$ cat config.mk
export PLATFORM = sky130hd
export DESIGN_NAME = risk_scored_priority_queue
export DESIGN_NICKNAME = d
export VERILOG_FILES = /design/src/rsq_pkg.sv /design/src/rsq_cell.sv /design/src/risk_scored_priority_queue.sv
export SDC_FILE = /design/constraint.sdc
export NUM_CORES = 2
export LEC_CHECK = 0
export ABC_AREA = 1
export BUFFER_PORTS_ARGS = -buffer_cell sky130_fd_sc_hd__buf_4
export CAP_MARGIN = 20
export CORE_ASPECT_RATIO = 0.7
export CORE_MARGIN = 10
export CORE_UTILIZATION = 65
export CTS_BUF_LIST = sky130_fd_sc_hd__clkbuf_4
export CTS_CLUSTER_DIAMETER = 80
export CTS_CLUSTER_SIZE = 10
export DETAILED_ROUTE_END_ITERATION = 10
export GPL_ROUTABILITY_DRIVEN = 0
export GPL_TIMING_DRIVEN = 1
export PLACE_DENSITY = 0.86
export SLEW_MARGIN = 5
export SYNTH_ARGS = -nofsm -noshare
export SYNTH_HDL_FRONTEND = slang
export SYNTH_HIERARCHICAL = 1
export SYNTH_SLANG_ARGS = --single-unit
$ cat constraint.sdc
create_clock -name clk -period 5.3 [get_ports clk]
set_input_delay 0.265 -clock clk [delete_from_list [all_inputs] [get_ports clk]]
set_output_delay 0.265 -clock clk [all_outputs]
set_load 0.02 [all_outputs]
$ cat src/rsq_pkg.sv
// ----------------------------------------------------------------------------
// rsq_pkg: shared types and constants for the risk scored priority queue
// command and status codes, key arithmetic and the cell control bundle
// ----------------------------------------------------------------------------
package rsq_pkg;

    localparam int KEY_W = 13;
    localparam int ID_W  = 16;
    localparam int BMI_W = 12;
    localparam int A1C_W = 8;
    localparam int CMD_W = 2;
    localparam int ST_W  = 2;
    localparam int OCC_W = 6;

    localparam logic [CMD_W-1:0] CMD_ENQUEUE = 2'd0;
    localparam logic [CMD_W-1:0] CMD_DEQUEUE = 2'd1;
    localparam logic [CMD_W-1:0] CMD_FLUSH   = 2'd2;

    localparam logic [ST_W-1:0] ST_DONE  = 2'd0;
    localparam logic [ST_W-1:0] ST_FULL  = 2'd1;
    localparam logic [ST_W-1:0] ST_EMPTY = 2'd2;

    // a1c thresholds in tenths of a percent
    localparam logic [A1C_W-1:0] A1C_PREDIABETES  = 8'd57;
    localparam logic [A1C_W-1:0] A1C_DIABETES_MAX = 8'd65;

    typedef logic [KEY_W-1:0] key_t;
    typedef logic [ID_W-1:0]  id_t;

    // per-cycle shift control broadcast to every cell
    typedef struct packed {
        logic ins;
        logic pop;
    } cell_ctrl_t;

    // risk 0, 1 or 2 times bmi, kept to the key width
    function automatic key_t risk_key(input logic [BMI_W-1:0] bmi,
                                      input logic [A1C_W-1:0] a1c);
        key_t k;
        if (a1c < A1C_PREDIABETES)
            k = '0;
        else if (a1c <= A1C_DIABETES_MAX)
            k = {1'b0, bmi};
        else
            k = {bmi, 1'b0};
        return k;
    endfunction

endpackage

$ cat src/rsq_cell.sv
// ----------------------------------------------------------------------------
// rsq_cell: one slot of the sorted queue chain
// holds a key and id, compares against the incoming key, shifts with neighbors
// ----------------------------------------------------------------------------
module rsq_cell
    import rsq_pkg::*;
(
    input  logic       clk,
    input  cell_ctrl_t ctrl,
    input  key_t       new_key,
    input  id_t        new_id,
    input  logic       occupied,
    input  logic       prev_ge,
    input  key_t       prev_key,
    input  id_t        prev_id,
    input  key_t       next_key,
    input  id_t        next_id,
    output key_t       key,
    output id_t        id,
    output logic       ge
);

    key_t key_reg, key_next;
    id_t  id_reg,  id_next;

    // this slot stays put on insert when it holds a key at least as large
    assign ge = occupied && (key_reg >= new_key);

    always_comb
    begin
        key_next = key_reg;
        id_next  = id_reg;
        if (ctrl.ins && !ge)
        begin
            if (prev_ge)
            begin
                key_next = new_key;
                id_next  = new_id;
            end
            else
            begin
                key_next = prev_key;
                id_next  = prev_id;
            end
        end
        else if (ctrl.pop)
        begin
            key_next = next_key;
            id_next  = next_id;
        end
    end

    always_ff @(posedge clk)
    begin
        key_reg <= key_next;
        id_reg  <= id_next;
    end

    assign key = key_reg;
    assign id  = id_reg;

endmodule

$ cat src/risk_scored_priority_queue.sv
// ----------------------------------------------------------------------------
// risk_scored_priority_queue: bounded queue sorted by risk key
// a row of shifting cells keeps entries in descending key order
// ----------------------------------------------------------------------------
// One command is taken per clock: start with busy low is a beat, and busy is
// always low, so commands may follow back to back. The result beat appears on
// done in the cycle after the command beat, every time; the receiver cannot
// stall it and must take it in that cycle. Each command finishes without a
// stall because every cell compares its key to the new key at once and
// then shifts in step with its neighbors. Enqueue computes key = risk * bmi,
// risk being 0, 1 or 2 from the a1c band, and places the entry behind all
// entries with a key greater or equal, so ties leave in arrival order.
// Dequeue pops the head, flush empties the queue. Slot contents are not
// cleared by reset; only the count and done are. Cells past it are never read.
// ----------------------------------------------------------------------------
module risk_scored_priority_queue
    import rsq_pkg::*;
#(
    parameter int QUEUE_DEPTH = 32
)
(
    input  logic              clk,
    input  logic              rst_n,
    input  logic              start,
    output logic              busy,
    input  logic [CMD_W-1:0]  command,
    input  logic [ID_W-1:0]   patient_id,
    input  logic [BMI_W-1:0]  bmi_q4,
    input  logic [A1C_W-1:0]  a1c_tenths,
    output logic              done,
    output logic [ST_W-1:0]   status,
    output logic [ID_W-1:0]   served_id,
    output logic [KEY_W-1:0]  served_key,
    output logic [OCC_W-1:0]  occupancy
);

    localparam int CNT_W = $clog2(QUEUE_DEPTH + 1);
    localparam logic [CNT_W-1:0] DEPTH_CNT = CNT_W'(QUEUE_DEPTH);

    // fill count, the only control state besides the result strobe
    logic [CNT_W-1:0] count_reg, count_next;

    logic             done_reg;
    logic [ST_W-1:0]  status_reg,  status_next;
    id_t              sid_reg,     sid_next;
    key_t             skey_reg,    skey_next;

    logic       accept;
    logic       full;
    logic       empty;
    key_t       new_key;
    cell_ctrl_t ctrl;

    // per-cell taps of the chain
    key_t cell_key [QUEUE_DEPTH];
    id_t  cell_id  [QUEUE_DEPTH];
    logic cell_ge  [QUEUE_DEPTH];

    // never stalls: every command completes without waiting
    assign busy   = 1'b0;
    assign accept = start && !busy;
    assign full   = (count_reg == DEPTH_CNT);
    assign empty  = (count_reg == '0);

    assign new_key = risk_key(bmi_q4, a1c_tenths);

    // shift control seen by every cell; a full queue drops the new entry
    assign ctrl.ins = accept && (command == CMD_ENQUEUE) && !full;
    assign ctrl.pop = accept && (command == CMD_DEQUEUE) && !empty;

    // ------------------------------------------------------------------
    // cell row, head at index 0
    // ------------------------------------------------------------------
    genvar gi;
    generate
        for (gi = 0; gi < QUEUE_DEPTH; gi++)
        begin : g_cell
            logic occ;
            logic prv_ge;
            key_t prv_key, nxt_key;
            id_t  prv_id,  nxt_id;

            assign occ = (CNT_W'(gi) < count_reg);

            if (gi == 0)
            begin : g_head
                // head always takes the new entry when it does not hold
                assign prv_ge  = 1'b1;
                assign prv_key = new_key;
                assign prv_id  = patient_id;
            end
            else
            begin : g_body
                assign prv_ge  = cell_ge[gi-1];
                assign prv_key = cell_key[gi-1];
                assign prv_id  = cell_id[gi-1];
            end

            if (gi == QUEUE_DEPTH - 1)
            begin : g_tail
                // tail refills from itself on pop; it is past the count then
                assign nxt_key = cell_key[gi];
                assign nxt_id  = cell_id[gi];
            end
            else
            begin : g_inner
                assign nxt_key = cell_key[gi+1];
                assign nxt_id  = cell_id[gi+1];
            end

            rsq_cell u_cell (
                .clk      (clk),
                .ctrl     (ctrl),
                .new_key  (new_key),
                .new_id   (patient_id),
                .occupied (occ),
                .prev_ge  (prv_ge),
                .prev_key (prv_key),
                .prev_id  (prv_id),
                .next_key (nxt_key),
                .next_id  (nxt_id),
                .key      (cell_key[gi]),
                .id       (cell_id[gi]),
                .ge       (cell_ge[gi])
            );
        end
    endgenerate

    // ------------------------------------------------------------------
    // count and result beat
    // ------------------------------------------------------------------
    always_comb
    begin
        count_next  = count_reg;
        status_next = ST_DONE;
        sid_next    = '0;
        skey_next   = '0;
        case (command)
            CMD_ENQUEUE:
            begin
                if (full)
                    status_next = ST_FULL;
                else
                    count_next = count_reg + 1'b1;
            end
            CMD_DEQUEUE:
            begin
                if (empty)
                    status_next = ST_EMPTY;
                else
                begin
                    count_next = count_reg - 1'b1;
                    sid_next   = cell_id[0];
                    skey_next  = cell_key[0];
                end
            end
            CMD_FLUSH:
            begin
                count_next = '0;
            end
            default:
            begin
                // unused code: no change, plain done
                count_next = count_reg;
            end
        endcase
    end

    always_ff @(posedge clk or negedge rst_n)
    begin
        if (!rst_n)
        begin
            count_reg <= '0;
            done_reg  <= 1'b0;
        end
        else
        begin
            done_reg <= accept;
            if (accept)
                count_reg <= count_next;
        end
    end

    // result payload, loaded with each command beat
    always_ff @(posedge clk)
    begin
        if (accept)
        begin
            status_reg <= status_next;
            sid_reg    <= sid_next;
            skey_reg   <= skey_next;
        end
    end

    assign done       = done_reg;
    assign status     = status_reg;
    assign served_id  = sid_reg;
    assign served_key = skey_reg;
    assign occupancy  = OCC_W'(count_reg);

    // ------------------------------------------------------------------
    // assertions
    // ------------------------------------------------------------------
    a_count_bound: assert property (@(posedge clk) disable iff (!rst_n)
        count_reg <= DEPTH_CNT)
        else $error("fill count beyond queue depth");

    a_done_follows_beat: assert property (@(posedge clk) disable iff (!rst_n)
        accept |=> done)
        else $error("command beat without result beat");

    a_full_report: assert property (@(posedge clk) disable iff (!rst_n)
        (done && status == ST_FULL) |-> full)
        else $error("full reported while queue has room");

    a_empty_report: assert property (@(posedge clk) disable iff (!rst_n)
        (done && status == ST_EMPTY) |-> empty)
        else $error("empty reported while queue holds entries");

    a_head_sorted: assert property (@(posedge clk) disable iff (!rst_n)
        (count_reg >= CNT_W'(2)) |-> (cell_key[0] >= cell_key[1]))
        else $error("head key below second key");

endmodule
# Word-level counts from Yosys, hierarchy flattened
# Cells that the tools add are included.
[op_classes] n_reduce_logical=138 n_lt_le_gt_ge=66 bitwise=1 eq_ne=5 n_mux=194 add_sub_neg=2
[op_table] op="16-bit 2-to-1 mux" count=93
[op_table] op="13-bit 2-to-1 mux" count=95
[op_table] op="13-bit greater-or-equal comparator" count=32
[op_table] op="5-bit by 6-bit < comparator with 1-bit output, first input constant" count=16
[op_table] op="1-bit logical AND" count=68
[op_table] op="2-bit nonzero test" count=31
[op_table] op="4-bit by 6-bit < comparator with 1-bit output, first input constant" count=8
[op_table] op="1-bit logical NOT" count=34
[op_table] op="3-bit by 6-bit < comparator with 1-bit output, first input constant" count=4
[op_table] op="6-bit one-hot mux with 3 select lines" count=1
[op_table] op="1-bit by 6-bit < comparator with 1-bit output, first input constant" count=2
[op_table] op="2-bit by 6-bit < comparator with 1-bit output, first input constant" count=2
[op_table] op="6-bit 2-to-1 mux" count=2
[op_table] op="8-bit by 7-bit less-or-equal comparator with 1-bit output, second input constant" count=1
[op_table] op="8-bit by 6-bit < comparator with 1-bit output, second input constant" count=1
[op_table] op="6-bit by 1-bit adder with 6-bit output, second input constant" count=1
[op_table] op="6-bit == test, second input constant" count=1
[op_table] op="6-bit logical NOT" count=1
[op_table] op="6-bit by 1-bit subtractor with 6-bit output, second input constant" count=1
[op_table] op="2-bit inequality test, second input constant" count=2
[op_table] op="2-bit one-hot mux with 2 select lines" count=1
[op_table] op="4-bit AND reduction" count=1
[op_table] op="3-bit nonzero test" count=1
[op_table] op="2-bit by 1-bit == test with 1-bit output, second input constant" count=1
[op_table] op="6 further kinds" count=6
[word_totals] inputBits=41 ff_bits=966 wordCells=475

# Longest topological paths before layout
[depth] ltp_word=8 depth_mapped=24 ltp_nobuf=20

# Cells and area by module
# Netlist, hierarchy kept.
[by_module_without_submodules] module="rsq_cell at g_cell[0].u_cell ..." seq_area_each_um2=870.8 instances=26 area_per_inst_um2=2024.4 cells_per_inst=223
[by_module_without_submodules] module="rsq_cell at g_cell[19].u_cell ..." seq_area_each_um2=870.8 instances=6 area_per_inst_um2=2029.4 cells_per_inst=224
[by_module_without_submodules] module="risk_scored_priority_queue" seq_area_each_um2=1106.1 instances=1 area_per_inst_um2=2457.4 cells_per_inst=310

# Worst setup path before layout
# Ideal clock, no wire load.
[synth_timing] path_type="input to register" start="in a1c_tenths[6]" end="reg g_cell[20].u_cell.key_reg[11], data pin" cell_stages=22 t_arrival_ns=5.653 setup_ns=0.253 path_buffers=4 slack_ns=-0.605 cell_sequence="inv_1 -> nand2_1 -> nand4_1 -> nand2_1 -> clkbuf_1 -> o21ai_0 -> inv_1 -> ha_1 -> nand2_1 -> nor2_1 -> nand2_1 -> nor2_1 -> nor2_1 -> nand3_2 -> nand2_2 -> buf_2 -> inv_1 -> buf_4 -> buf_2 -> mux2_2 -> nand3_1 -> nand2_1"
[synth_rtl] element="start, declared" line="risk_scored_priority_queue.sv:29" text="input logic [A1C_W-1:0] a1c_tenths,"
[synth_rtl] element="end signal, assigned" line="rsq_cell.sv:55" text="key_reg <= key_next;"
[synth_rtl] element="end, declared" line="rsq_cell.sv:23" text="key_t key_reg, key_next;"

# Worst setup path after layout
[layout_timing] start="reg count_reg[1] (netlist: occupancy[1])" end="reg g_cell[20].u_cell.id_reg[2], enable pin"
[layout_between] elab_chain_len=5 elab_cells_between_ends=11 classes_between="order compare (1); eq/ne (1); reduce/logical (9)"
[layout_rtl] element="start, declared" line="risk_scored_priority_queue.sv:41" text="logic [CNT_W-1:0] count_reg, count_next;"
[layout_rtl] element="start signal, assigned" line="risk_scored_priority_queue.sv:180" text="count_reg <= count_next;"
[layout_rtl] element="5-bit by 6-bit < comparator with 1-bit output" line="risk_scored_priority_queue.sv:83" text="assign occ = (CNT_W'(gi) < count_reg);"
[layout_rtl] element="via g_cell[20].occ" line="risk_scored_priority_queue.sv:78" text="logic occ;"
[layout_rtl] element="1-bit logical AND" line="rsq_cell.sv:27" text="assign ge = occupied && (key_reg >= new_key);"
[layout_rtl] element="1-bit logical NOT" line="rsq_cell.sv:33" text="if (ctrl.ins && !ge)"
[layout_rtl] element="1-bit logical AND" line="rsq_cell.sv:33"
[layout_rtl] element="2-bit nonzero test (no line)"
[layout_rtl] element="end signal, assigned" line="rsq_cell.sv:56" text="id_reg <= id_next;"
[layout_rtl] element="end, declared" line="rsq_cell.sv:24" text="id_t id_reg, id_next;"
# The timed path passes the listed nets, and every way through them passes these cells.
# A chain may end at the register's enable or synchronous reset.

==> run_results.csv <==
group,metric,value,unit
floorplanning,row_count,98,
worst_setup_path,critical_path_arrival,5.40,ns
power_and_ir_drop,leakagePower,31.81,nW
cells_and_area,fin_nets,7894,
clock_tree,clock-root-buffer,"clkbuf_4",
worst_setup_path,crit_required,6.11,ns
clock_tree,numClockSinks,966,
timing,setup_tns,0,ns
worst_setup_path,critPathBufInv,5,
timing,setup_viol,0,
yosys,synth_warnings,6,
routing,vias_per_cell,6.290,
routing,drt_first_iter_violations,7316,
clock_tree,cts.path.max_buffers,3,
routing,wl,184900,um
global_route,grt.total_usage,30.62,%
cells_and_area,synthToLayoutAreaGrowth,4.044,%
yosys,syn_area,0.06727,sq mm
timing,slew_violations,0,
routing,dr.pass1.iters,9,
routing,route.vias.total,55470,
power_and_ir_drop,worst_ir_drop_vdd,0.0002359,V
timing,fmax,218.0,MHz
worst_setup_path,max_stage_delay,0.78,ns
timing,rsz0062_at_grt,"false",
yosys,avgSynthCellArea,9.028,sq um
cells_and_area,fillers,7508,
worst_setup_path,crit_family,"buffers and inverters",
floorplanning,ios,80,
worst_hold_path,min_path_type,"primary input to flip-flop",
power_and_ir_drop,total_power,0.02653,W
routing,drc_errors,0,
clock_tree,htreeDepth,3,
timing,hold_ws,0.1219,ns
routing,antenna_left,0,
cells_and_area,fin_cells,8819,
global_route,grt_pass1_vias,54760,
run_status,status,"complete, no violations",
run,max-cap-violations,0,
placement,placed_area,0.06867,sq mm
clock_tree,holdBufCountCts,24,
worst_setup_path,path_common_cell,"inv_1",
floorplanning,core,0.1024,sq mm
timing,fin_crit_sh,86.53,%
floorplanning,die_h,289.1,um
global_route,overflow,0,
timing,worst_pin_slew,0.9100,ns
clock_tree,tritoncts,"done",
worst_setup_path,worstSetupPathType,"flip-flop to flip-flop",
placement,numPlacedInstances,8648,
clock_tree,post_cts_resized,0,
clock_tree,clk_pin_slew,0.12,ns
cells_and_area,layout_commonest_cell,"nand2_1",
yosys,synth_cells,7451,
global_route,grt_max_degree,113,
floorplanning,initial_core_util,65.70,%
clock_tree,insertion_delay,1.16,ns
worst_setup_path,start_kind,"flip-flop",
clock_tree,cts_buffers,106,
floorplanning,die_area,0.1170,sq mm
placement,dp_hpwl,128500,um
cells_and_area,largest_reg_flops,512,
placement,portBuffers,78,
timing,clock_skew,0.07847,ns
cells_and_area,most-common-layout-cells,"nand2_1 (2478), nand3_1 (1017), edfxtp_1 (959), mux2_2 (928), inv_1 (713)",
cells_and_area,layout-drive-gt1-share,19.29,%
clock_tree,post_cts_buffers,0,
worst_setup_path,critical_path.slowest_cell,"ha_1",
cells_and_area,postLayoutCellArea,0.06999,sq mm
power_and_ir_drop,power.density,379.0,mW/mm^2
routing,routedWlPerCell,20.96,um
floorplanning,fp.dieW,404.5,um
worst_setup_path,crit_fanout,30,
timing,slew_headroom,38.69,%
global_route,grt_pass1_wl,292000,um
global_route,antenna_found_initial,7,
timing,finalHoldViolations,0,
timing,fin_crit,4.586,ns
worst_setup_path,crit_path_cell_trace,"inv_1, ha_1, inv_1, o21ai_0, inv_1, nand2_2, buf_4, nand2_4, nand2_1, buf_4",
worst_setup_path,end_kind,"flip-flop",
## power by group
group          total, W  switching, W  leakage [nW]  internal [W]
clock           0.00382       0.00263         0.639       0.00119
sequential       0.0113       0.00101          9.06        0.0103
combinational    0.0114       0.00684          22.1       0.00459
## metal layers
metal	global-route usage, %	up-vias	wire length, um
met4	10.54	2	5730
li1	-	24970	-
met5	0	-	9
met2	47.44	3583	82080
met1	42.18	26400	73270
met3	7.275	512	23770
## area by class of cell
type	instances	area, sq um	area share, %
clock buffers	134	1006	1.437
multi-input cells	5372	33110	47.31
well taps	1350	1689	2.414
inverters	719	2711	3.874
clock inverters	5	53.80	0.07687
diodes	8	20.02	0.02860
repair buffers	265	2420	3.458
flip-flops and latches	966	28970	41.40
## final timing paths
kind | from | slack, ns | depth (start not counted) | endpoint
worst max-delay path | occupancy[1] | 0.71 | 10 | g_cell[20].u_cell/id[2]
worst min-delay path | start | 0.12 | 2 | done
worst max register to register | occupancy[1] | 0.71 | 10 | g_cell[20].u_cell/id[2]
worst min register to register | g_cell[19].u_cell/id[1] | 0.54 | 2 | g_cell[18].u_cell/id[1]
max in group asynchronous | rst_n | 4.61 | 3 | occupancy[4]
min in group asynchronous | rst_n | 0.26 | 3 | occupancy[5]
## per-stage QoR
stage	setup WS (ns)	utilization (%)
after global routing	0.7253	68.36
after CTS	0.9811	68.34
final	0.7136	68.36
after global placement	1.000	67.04
after floorplan	0.3121	-
after detailed placement	0.7803	67.07
No activity file was read; power rests on OpenSTA's default activity.
